File: config.mk
export PLATFORM = sky130hd
export DESIGN_NAME = md5_digest_engine
export DESIGN_NICKNAME = d
export VERILOG_FILES = /design/src/design/md5_pkg.sv /design/src/design/md5_digest_engine.sv /design/src/design/md5_mix.sv
export SDC_FILE = /design/constraint.sdc
export NUM_CORES = 2
export LEC_CHECK = 0
export ABC_AREA = 0
export CAP_MARGIN = 20
export CORE_MARGIN = 2
export CORE_UTILIZATION = 50
export DETAILED_ROUTE_END_ITERATION = 8
export DONT_BUFFER_PORTS = 1
export PLACE_DENSITY_LB_ADDON = 0.05
export SLEW_MARGIN = 20
export SYNTH_ARGS = -nofsm -noshare
export SYNTH_HDL_FRONTEND = slang
export SYNTH_HIERARCHICAL = 1
export SYNTH_SLANG_ARGS = --single-unit
File: constraint.sdc
create_clock -name clk -period 12.4 [get_ports clk]
set_clock_uncertainty 0.05 [all_clocks]
set_input_delay 0.62 -clock clk [delete_from_list [all_inputs] [get_ports clk]]
set_output_delay 0.62 -clock clk [all_outputs]
set_load 0.05 [all_outputs]
File: src/design/md5_pkg.sv
// ----------------------------------------------------------------------------
// MD5 digest engine package
// Item types, round tables and round helper functions shared by the engine.
// ----------------------------------------------------------------------------
package md5_pkg;

  typedef struct packed {
    logic [7:0] data_byte;
    logic       has_byte;
    logic       last;
  } in_item_t;

  typedef struct packed {
    logic [63:0] digest_low;
    logic [63:0] digest_high;
  } out_item_t;

  typedef struct packed {
    logic       done;
    logic [3:0] widx;
  } mix_stat_t;

  typedef logic [3:0][31:0] chain_t;

  localparam chain_t CHAIN_INIT = {32'h10325476, 32'h98badcfe, 32'hefcdab89, 32'h67452301};
  localparam logic [7:0] PAD_BYTE = 8'h80;
  localparam logic [5:0] LAST_POS = 6'd63;
  localparam logic [5:0] LEN_POS  = 6'd55;

  localparam logic [31:0] K_TABLE [64] = '{
    32'hd76aa478, 32'he8c7b756, 32'h242070db, 32'hc1bdceee, 32'hf57c0faf, 32'h4787c62a,
    32'ha8304613, 32'hfd469501, 32'h698098d8, 32'h8b44f7af, 32'hffff5bb1, 32'h895cd7be,
    32'h6b901122, 32'hfd987193, 32'ha679438e, 32'h49b40821, 32'hf61e2562, 32'hc040b340,
    32'h265e5a51, 32'he9b6c7aa, 32'hd62f105d, 32'h02441453, 32'hd8a1e681, 32'he7d3fbc8,
    32'h21e1cde6, 32'hc33707d6, 32'hf4d50d87, 32'h455a14ed, 32'ha9e3e905, 32'hfcefa3f8,
    32'h676f02d9, 32'h8d2a4c8a, 32'hfffa3942, 32'h8771f681, 32'h6d9d6122, 32'hfde5380c,
    32'ha4beea44, 32'h4bdecfa9, 32'hf6bb4b60, 32'hbebfbc70, 32'h289b7ec6, 32'heaa127fa,
    32'hd4ef3085, 32'h04881d05, 32'hd9d4d039, 32'he6db99e5, 32'h1fa27cf8, 32'hc4ac5665,
    32'hf4292244, 32'h432aff97, 32'hab9423a7, 32'hfc93a039, 32'h655b59c3, 32'h8f0ccc92,
    32'hffeff47d, 32'h85845dd1, 32'h6fa87e4f, 32'hfe2ce6e0, 32'ha3014314, 32'h4e0811a1,
    32'hf7537e82, 32'hbd3af235, 32'h2ad7d2bb, 32'heb86d391
  };

  localparam logic [4:0] ROT_TABLE [16] = '{
    5'd7, 5'd12, 5'd17, 5'd22,
    5'd5, 5'd9,  5'd14, 5'd20,
    5'd4, 5'd11, 5'd16, 5'd23,
    5'd6, 5'd10, 5'd15, 5'd21
  };

  function automatic logic [31:0] round_f(input logic [1:0] grp, input logic [31:0] b,
                                          input logic [31:0] c, input logic [31:0] d);
    logic [31:0] f;
    case (grp)
      2'd0:    f = (b & c) | (~b & d);
      2'd1:    f = (d & b) | (~d & c);
      2'd2:    f = b ^ c ^ d;
      default: f = c ^ (b | ~d);
    endcase
    return f;
  endfunction

  function automatic logic [3:0] msg_index(input logic [5:0] rnd);
    logic [3:0] r;
    logic [3:0] w;
    r = rnd[3:0];
    case (rnd[5:4])
      2'd0:    w = r;
      2'd1:    w = 4'(5 * r + 1);
      2'd2:    w = 4'(3 * r + 5);
      default: w = 4'(7 * r);
    endcase
    return w;
  endfunction

  function automatic logic [31:0] rotl(input logic [31:0] v, input logic [4:0] s);
    logic [63:0] t;
    t = {v, v} << s;
    return t[63:32];
  endfunction

endpackage

File: src/design/md5_digest_engine.sv
// ----------------------------------------------------------------------------
// MD5 digest engine
// Hashes a byte stream and returns the 128-bit digest on the last item.
// ----------------------------------------------------------------------------
// Channel   Ports                          Carries
// input     in_valid  in_stall  in_data    one message byte and/or end mark
// result    out_valid out_stall out_data   digest as two 64-bit halves
//
// A byte that does not complete a block is written to the block buffer and the engine stays idle.
// A byte that completes a block sends the block through the shared round unit.
// For a last item, padding writes one byte a cycle,
// then one or two blocks go through the round unit.
// Reset is synchronous, loads the initial chaining words and clears the byte count.
// A digest waits in the output register; only the next digest waits for it.
// ----------------------------------------------------------------------------
module md5_digest_engine (
  input  logic               clk,
  input  logic               rst_n,
  input  logic               in_valid,
  output logic               in_stall,
  input  md5_pkg::in_item_t  in_data,
  output logic               out_valid,
  input  logic               out_stall,
  output md5_pkg::out_item_t out_data
);
  import md5_pkg::*;

  typedef enum logic [4:0] {
    S_IDLE = 5'b00001,
    S_MIX  = 5'b00010,
    S_PAD  = 5'b00100,
    S_LEN  = 5'b01000,
    S_FIN  = 5'b10000
  } state_t;

  typedef enum logic [2:0] {
    RET_IDLE = 3'b001,
    RET_PAD  = 3'b010,
    RET_FIN  = 3'b100
  } ret_t;

  state_t      state_r, state_nxt;
  ret_t        ret_r, ret_nxt;
  logic        mix_start_r;
  logic [60:0] count_r;
  logic [5:0]  pad_pos_r;
  logic        pad_first_r;
  chain_t      chain_r;
  logic [31:0] blk_r [16];
  out_item_t   out_data_r;
  logic        out_valid_r;
  mix_stat_t   mix_stat;
  chain_t      mix_sum;
  logic        accept;
  logic        out_free;
  logic        byte_we;
  logic [5:0]  byte_pos;
  logic [7:0]  byte_val;
  logic [63:0] bit_len;

  assign accept   = in_valid && (state_r == S_IDLE);
  assign out_free = !out_valid_r || !out_stall;
  assign bit_len  = {count_r, 3'b000};

  always_comb begin
    state_nxt = state_r;
    ret_nxt   = ret_r;
    unique case (state_r)
      S_IDLE: begin
        if (accept) begin
          if (in_data.has_byte && count_r[5:0] == LAST_POS) begin
            state_nxt = S_MIX;
            ret_nxt   = in_data.last ? RET_PAD : RET_IDLE;
          end else if (in_data.last) begin
            state_nxt = S_PAD;
          end
        end
      end
      S_MIX: begin
        if (mix_stat.done) begin
          unique case (ret_r)
            RET_IDLE: state_nxt = S_IDLE;
            RET_PAD:  state_nxt = S_PAD;
            RET_FIN:  state_nxt = S_FIN;
            default:  state_nxt = S_IDLE;
          endcase
        end
      end
      S_PAD: begin
        if (pad_pos_r == LAST_POS) begin
          state_nxt = S_MIX;
          ret_nxt   = RET_PAD;
        end else if (pad_pos_r == LEN_POS) begin
          state_nxt = S_LEN;
        end
      end
      S_LEN: begin
        state_nxt = S_MIX;
        ret_nxt   = RET_FIN;
      end
      S_FIN: begin
        if (out_free) begin
          state_nxt = S_IDLE;
        end
      end
      default: state_nxt = S_IDLE;
    endcase
  end

  always_comb begin
    byte_we  = 1'b0;
    byte_pos = count_r[5:0];
    byte_val = in_data.data_byte;
    if (accept && in_data.has_byte) begin
      byte_we = 1'b1;
    end else if (state_r == S_PAD) begin
      byte_we  = 1'b1;
      byte_pos = pad_pos_r;
      byte_val = pad_first_r ? PAD_BYTE : 8'h00;
    end
  end

  always_ff @(posedge clk) begin
    if (!rst_n) begin
      state_r     <= S_IDLE;
      ret_r       <= RET_IDLE;
      mix_start_r <= 1'b0;
      count_r     <= '0;
      pad_pos_r   <= '0;
      pad_first_r <= 1'b0;
      chain_r     <= CHAIN_INIT;
      out_valid_r <= 1'b0;
    end else begin
      state_r     <= state_nxt;
      ret_r       <= ret_nxt;
      mix_start_r <= (state_nxt == S_MIX) && (state_r != S_MIX);
      if (accept) begin
        pad_first_r <= in_data.last;
        if (in_data.has_byte) begin
          count_r   <= count_r + 61'd1;
          pad_pos_r <= count_r[5:0] + 6'd1;
        end else begin
          pad_pos_r <= count_r[5:0];
        end
      end
      if (state_r == S_PAD) begin
        pad_pos_r   <= pad_pos_r + 6'd1;
        pad_first_r <= 1'b0;
      end
      if (state_r == S_MIX && mix_stat.done) begin
        chain_r <= mix_sum;
      end
      if (state_r == S_FIN && out_free) begin
        out_valid_r <= 1'b1;
      end else if (out_valid_r && !out_stall) begin
        out_valid_r <= 1'b0;
      end
      if (state_r == S_FIN && out_free) begin
        chain_r <= CHAIN_INIT;
        count_r <= '0;
      end
    end
  end

  always_ff @(posedge clk) begin
    if (byte_we) begin
      blk_r[byte_pos[5:2]][{byte_pos[1:0], 3'b000} +: 8] <= byte_val;
    end
    if (state_r == S_LEN) begin
      blk_r[14] <= bit_len[31:0];
      blk_r[15] <= bit_len[63:32];
    end
    if (state_r == S_FIN && out_free) begin
      out_data_r.digest_low  <= {chain_r[1], chain_r[0]};
      out_data_r.digest_high <= {chain_r[3], chain_r[2]};
    end
  end

  md5_mix u_mix (
    .clk      (clk),
    .rst_n    (rst_n),
    .start    (mix_start_r),
    .chain    (chain_r),
    .blk_word (blk_r[mix_stat.widx]),
    .stat     (mix_stat),
    .sum      (mix_sum)
  );

  assign in_stall  = (state_r != S_IDLE);
  assign out_valid = out_valid_r;
  assign out_data  = out_data_r;

endmodule

File: src/design/md5_mix.sv
// ----------------------------------------------------------------------------
// MD5 block mixer
// Runs the 64 rounds of one block through a single round unit, one round per
// cycle, then adds the working words to the chaining words.
// ----------------------------------------------------------------------------
module md5_mix (
  input  logic               clk,
  input  logic               rst_n,
  input  logic               start,
  input  md5_pkg::chain_t    chain,
  input  logic [31:0]        blk_word,
  output md5_pkg::mix_stat_t stat,
  output md5_pkg::chain_t    sum
);
  import md5_pkg::*;

  logic        busy_r;
  logic        fin_r;
  logic [5:0]  rnd_r;
  logic [31:0] a_r, b_r, c_r, d_r;
  logic [31:0] t;
  logic [31:0] b_nxt;

  always_comb begin
    t     = a_r + round_f(rnd_r[5:4], b_r, c_r, d_r) + K_TABLE[rnd_r] + blk_word;
    b_nxt = b_r + rotl(t, ROT_TABLE[{rnd_r[5:4], rnd_r[1:0]}]);
  end

  always_ff @(posedge clk) begin
    if (!rst_n) begin
      busy_r <= 1'b0;
      fin_r  <= 1'b0;
      rnd_r  <= '0;
    end else if (start) begin
      busy_r <= 1'b1;
      fin_r  <= 1'b0;
      rnd_r  <= '0;
    end else if (fin_r) begin
      busy_r <= 1'b0;
      fin_r  <= 1'b0;
    end else if (busy_r) begin
      rnd_r <= rnd_r + 6'd1;
      if (rnd_r == LAST_POS) begin
        fin_r <= 1'b1;
      end
    end
  end

  always_ff @(posedge clk) begin
    if (start) begin
      a_r <= chain[0];
      b_r <= chain[1];
      c_r <= chain[2];
      d_r <= chain[3];
    end else if (busy_r && !fin_r) begin
      a_r <= d_r;
      d_r <= c_r;
      c_r <= b_r;
      b_r <= b_nxt;
    end
  end

  assign stat.done = fin_r;
  assign stat.widx = msg_index(rnd_r);
  assign sum[0]    = chain[0] + a_r;
  assign sum[1]    = chain[1] + b_r;
  assign sum[2]    = chain[2] + c_r;
  assign sum[3]    = chain[3] + d_r;

endmodule

Word level (Yosys, flattened, before mapping):

Memories as Yosys holds them, arrays and structs flattened.
Index checks and enable logic that the tools add are counted.

* flip-flop bits (word level): 470
* latch bits: 0
* memory bits (writable): 512
* ROM bits: 2128
* memories kept: 3

Memories
* (no name shown): depth 64, width 32, rd ports 1, clocked after Yosys merged registers in 0, write ports 0, line md5_mix.sv:25 `t = a_r + round_f(rnd_r[5:4], b_r, c_r, d_r) + K_TABLE[rnd_r] + blk_word;`
* blk_r: depth 16, width 32, rd ports 1, clocked after Yosys merged registers in 0, write ports 2, line md5_digest_engine.sv:49 `logic [31:0] blk_r [16];`
* (no name shown): depth 16, width 5, rd ports 1, clocked after Yosys merged registers in 0, write ports 0, line md5_mix.sv:26 `b_nxt = b_r + rotl(t, ROT_TABLE[{rnd_r[5:4], rnd_r[1:0]}]);`

* add/subtract/negate cells: 15
* multiply operators: 3
* div/mod/pow operators: 0
* order comparisons: 2
* equal/unequal tests: 19
* shift operators: 3
* muxes and demuxes: 50
* bitwise operators: 17
* reduce and logical (&&, ||, !) cells: 26

Operators by type and width (count)
* 2-to-1 mux 32 bit: 13
* adder 32 bit: 8
* AND 32 bit: 4
* bitwise OR 32 bit: 3
* one-hot mux 32 bit (3 select lines): 1
* XOR 32 bit: 3
* inverter 32 bit: 2
* left shift 64 x 5 -> 64 bit: 1
* adder 61 x 1 -> 61 bit (second input constant): 1
* 2-to-1 mux 5 bit: 9
* OR reduction 32 bit: 1
* variable shift 8 x 7 -> 32 bit (first input constant): 1
* indexed part select 8 x 7 -> 32 bit: 1
* 2-to-1 mux 6 bit: 5
* one-hot mux 5 bit (5 select lines): 1
* == test 6 bit (second input constant): 4
* 2-to-1 mux 8 bit: 3
* adder 6 x 1 -> 6 bit (second input constant): 3
* one-hot mux 4 bit (3 select lines): 1
* == test 5 x 2 -> 1 bit (second input constant): 2
* 2-to-1 mux 1 bit: 10
* one-hot mux 5 bit (2 select lines): 1
* 2-to-1 mux 3 bit: 3
* one-hot mux 3 bit (3 select lines): 1
* other kinds (34): 53

Longest topological paths before layout:

* word-level depth: 11
* gate-level depth with buffers: 44
* depth with buffers taken out: 40

Modules after synthesis:

The synthesis kept the hierarchy.

Modules (own cells, without submodules)
* md5_digest_engine: times used 1, cells an instance 2174, area an instance 32695.1 sq um, sequential area each 23312.4 sq um
* md5_mix: times used 1, cells an instance 3051, area an instance 24128.1 sq um, sequential area each 4003.8 sq um

Worst setup path before layout:

No wires, ideal clock.

* path kind: reg2reg
* from: register u_mix.rnd_r[2]
* to: register u_mix.b_r[31] (data pin)
* data arrival time: 10.958 ns
* data required time: 12.090 ns
* path slack: 1.132 ns
* cell stages (with the launch flop): 40
* path buffers: 5
* path through: dfxtp_1 clkbuf_1 inv_1 clkbuf_1 buf_1 ha_1 fa_1 inv_1 mux4_2 buf_1 buf_1 mux4_2 inv_1 fa_1 fa_1 inv_1 ha_1 fa_1 [4 not listed] xnor2_1 mux2_2 mux4_2 nor2_2 a21oi_1 a22o_1 ha_1 o211ai_1 a21boi_0 o21bai_1 a2111oi_0 a221oi_2 a31oi_1 nand4_1 nand4b_1 a21oi_1 xnor3_1 mux2_2

RTL lines
* start: declaration: line md5_mix.sv:19 `logic [5:0] rnd_r;`
* start signal: assignment: line md5_mix.sv:42 `rnd_r <= rnd_r + 6'd1;`
* end signal: assignment: line md5_mix.sv:52 `b_r <= chain[1];`
* end signal: assignment: line md5_mix.sv:59 `b_r <= b_nxt;`
* end: declaration: line md5_mix.sv:20 `logic [31:0] a_r, b_r, c_r, d_r;`

==> impl_metrics.sql <==
INSERT INTO impl_metrics (metric_group, metric, value, unit) VALUES
('run_status', 'status', 'complete, no violations', ''),
('drt', 'drt-total-wl', '185000', 'µm'),
('logic_synthesis', 'yosys.area_share.xor_xnor', '3.82', '%'),
('timing', 'maxSlewHeadroom', '21.3', '%'),
('timing', 'worst_hold_slack', '45.9', 'ps'),
('finish', 'post_route_cells_drive_above_1_share', '11.6', '%'),
('logic_synthesis', 'synth_mux_area_share', '10.1', '%'),
('logic_synthesis', 'synth_area_per_cell', '10.9', 'µm²'),
('timing', 'rsz_0062_raised_after_global_routing', 'false', ''),
('clock_network', 'worstSkewPairLatency', '740', 'ps'),
('floorplanning', 'die_area', '0.116', 'mm²'),
('clock_network', 'cts-root-buf', 'clkbuf_16', ''),
('logic_synthesis', 'synth_seq_cells', '982', ''),
('timing', 'slew_viol_final', '0', ''),
('floorplanning', 'die-height', '341', 'µm'),
('finish', 'core_utilization_of_the_finished_layout', '55.0', '%'),
('clock_network', 'cts_clock_pin_slew_for_the_worst_setup_and_hold_paths', '70', 'ps'),
('timing', 'fmax', '86.7', 'MHz'),
('logic_synthesis', 'yosys.area_share.adder', '7.77', '%'),
('clock_network', 'number_of_buffers_added_by_the_clock_tree_synthesis_step', '107', ''),
('timing', 'setup_total_negative_slack', '0', 'ps'),
('clock_network', 'clock-sinks', '982', ''),
('logic_synthesis', 'ys_async_sr_fraction', '0', '%'),
('logic_synthesis', 'yosysUniqueCellTypes', '102', ''),
('global_route', 'grt_antenna_before_repair', '8', ''),
('finish', 'area_delta_synth_final', '9.06', '%'),
('floorplanning', 'num_io_pins', '144', ''),
('setup_path', 'crit_path_top_delay_cell', 'mux4_2', ''),
('logic_synthesis', 'ys_top_cells_by_count', '765 x edfxtp_1, 578 x nand2_1, 382 x nor2_1', ''),
('setup_path', 'crit_required', '12810', 'ps'),
('global_route', 'grt_pass1_vias', '40300', ''),
('global_route', 'largest_net_degree_at_the_start_of_global_routing', '150', ''),
('global_route', 'gr_usage_total', '31.6', '%'),
('setup_path', 'start_kind', 'flop', ''),
('clock_network', 'cts_htree_levels', '3', ''),
('timing', 'worst-slew-pin-transition', '1180', 'ps'),
('placement', 'port_buffers', '0', ''),
('logic_synthesis', 'synthMostInstantiatedCell', 'edfxtp_1', ''),
('logic_synthesis', 'synth.yosys.warnings', '6', ''),
('logic_synthesis', 'number_of_enable_flip_flop_cells_after_synthesis', '765', ''),
('setup_path', 'critPathMaxFanout', '23', ''),
('setup_path', 'timing.critical_path.slowest_cell_delay', '650', 'ps'),
('placement', 'hpwlAfterDp', '136000', 'µm'),
('clock_network', 'postCtsSetupRepairBufs', '0', ''),
('logic_synthesis', 'synth.yosys.seq_area_share', '48.1', '%'),
('placement', 'gpl.final_weighted_congestion', '0.982', ''),
('worst_hold_path', 'hp-class', 'in2reg', ''),
('setup_path', 'worstPathArrival', '11940', 'ps'),
('floorplanning', 'initial_core_utilization', '50.4', '%'),
('floorplanning', 'floorplan.core_area', '0.113', 'mm²'),
('timing', 'layout_min_cycle_time', '11530', 'ps'),
('flow_run', 'maxCapViolCount', '0', ''),
('finish', 'layout.nets', '5449', ''),
('drt', 'dr.first_iter.drc_count', '4659', ''),
('logic_synthesis', 'synthDominantCellAreaShare', '40.4', '%'),
('drt', 'postRouteAntennaNets', '0', ''),
('logic_synthesis', 'synth_compound_gate_area_share', '13.7', '%'),
('logic_synthesis', 'synth_simple_gate_area_share', '13.0', '%'),
('logic_synthesis', 'syn-num-nets', '5548', ''),
('logic_synthesis', 'synth_cells', '5225', ''),
('clock_network', 'tritoncts_clock_tree', 'yes', ''),
('global_route', 'gr-total-overflow', '0', ''),
('finish', 'n_fill_cell', '9779', ''),
('setup_path', 'critPathKind', 'reg2reg', ''),
('drt', 'drc', '0', ''),
('finish', 'layout.area.seq', '0.0273', 'mm²'),
('drt', 'vias', '42300', ''),
('logic_synthesis', 'netlist.top_cell.by_area', 'edfxtp_1', ''),
('timing', 'hold_violations', '0', ''),
('floorplanning', 'die-width', '341', 'µm'),
('finish', 'finish.cell_count_without_fillers', '6718', '');
[repair_timing]
action / CTS / global route
hold buffers: 3 / 0
endpoints found under the setup margin: 0 / 1
resized for setup: 0 / 2
hold endpoints to repair: 5 / 0
[stage by stage]
step                cell area [µm²]  worst slack (ps)
finish                        62000               870
global route                  62000              74.4
CTS                           61900               795
detailed placement            58300               846
global placement              58300              1090
floorplan                     56800              1130
[cell families (layout without fill, tap and decap cells)]
family	count (synthesis)	in the layout
XOR/XNOR	246	246
AND/OR/NAND/NOR	1607	1607
other	0	2
flip-flops	982	982
AO/OA/AOI/OAI	1215	1215
adder cells (fa/ha/maj)	310	310
buffers and inverters	519	510
multiplexers	346	346
[path summary, 6_finish.rpt]
path	slack [ps]	from	cells after the start	end
max reg2reg	870	u_mix/rnd_r[1]	35	u_mix/b_r[31]
min reg2reg	430	blk_r[14][2]	2	blk_r[14][2]
min	50	in_data[0]	2	ret_r[1]
max	870	u_mix/rnd_r[1]	35	u_mix/b_r[31]
[area by class of cell]
class | instances | area share, %
Multi-Input combinational cell | 3724 | 44.6
Sequential cell | 982 | 44.1
Clock buffer | 130 | 4.61
Tap cell | 1500 | 3.03
Inverter | 236 | 1.43
Clock inverter | 69 | 1.25
Timing Repair Buffer | 75 | 0.983
Antenna cell | 2 | 0.00808
[metal layers]
metal,GRT usage (%),part of all wire (%),vias up
li1,-,-,19400
met1,42.4,41,21000
met2,51.2,47,1624
met3,4.89,6.9,335
met4,13.3,4.6,0
met5,0,0,-
[worst max-delay path, delay by kind of cell (launching register included)]
family	cells	cell delay, ps
flip-flops	1	340
buffers and inverters	5	920
AO/OA/AOI/OAI	13	4080
AND/OR/NAND/NOR	3	370
adder cells (fa/ha/maj)	7	3080
XOR/XNOR	2	630
multiplexers	5	1840
[state kept, by name, indices dropped and copies added, names as in the netlist, 6 cells and up]
signal       count
count_r         61
u_mix/d_r       32
out_data       128
u_mix/rnd_r      6
u_mix/b_r       32
pad_pos_r        6
chain_r        128
u_mix/c_r       32
blk_r          512
u_mix/a_r       32
[layout by cell type, fill, tap and decap left out, types with 22 or more instances in the layout]
cell type | netlist | final
o211ai_1 | 38 | 38
o311a_1 | 40 | 40
or3_1 | 34 | 34
a211oi_1 | 49 | 48
mux2i_1 | 64 | 64
clkbuf_16 | 0 | 110
nor2_1 | 382 | 380
mux4_2 | 167 | 167
o22ai_1 | 42 | 42
ha_1 | 237 | 236
a31oi_1 | 40 | 40
nand2b_1 | 51 | 51
nand4_1 | 48 | 48
dfxtp_1 | 217 | 212
xor2_1 | 100 | 99
o21a_1 | 36 | 35
xnor2_1 | 145 | 143
or4_1 | 22 | 22
o31ai_1 | 38 | 38
clkinv_2 | 0 | 23
buf_4 | 4 | 66
mux2_2 | 113 | 113
o21bai_1 | 26 | 26
a21oi_1 | 361 | 359
and3_1 | 59 | 58
a21o_1 | 81 | 81
nand3_1 | 171 | 171
fa_1 | 72 | 72
o21ai_0 | 280 | 272
edfxtp_1 | 765 | 765
nor3_1 | 149 | 149
nand2_1 | 578 | 578
inv_1 | 234 | 234
Power is left out: the tool's default activity adds up to more than one toggle a clock period on the data nets, which glitch-free logic cannot reach.
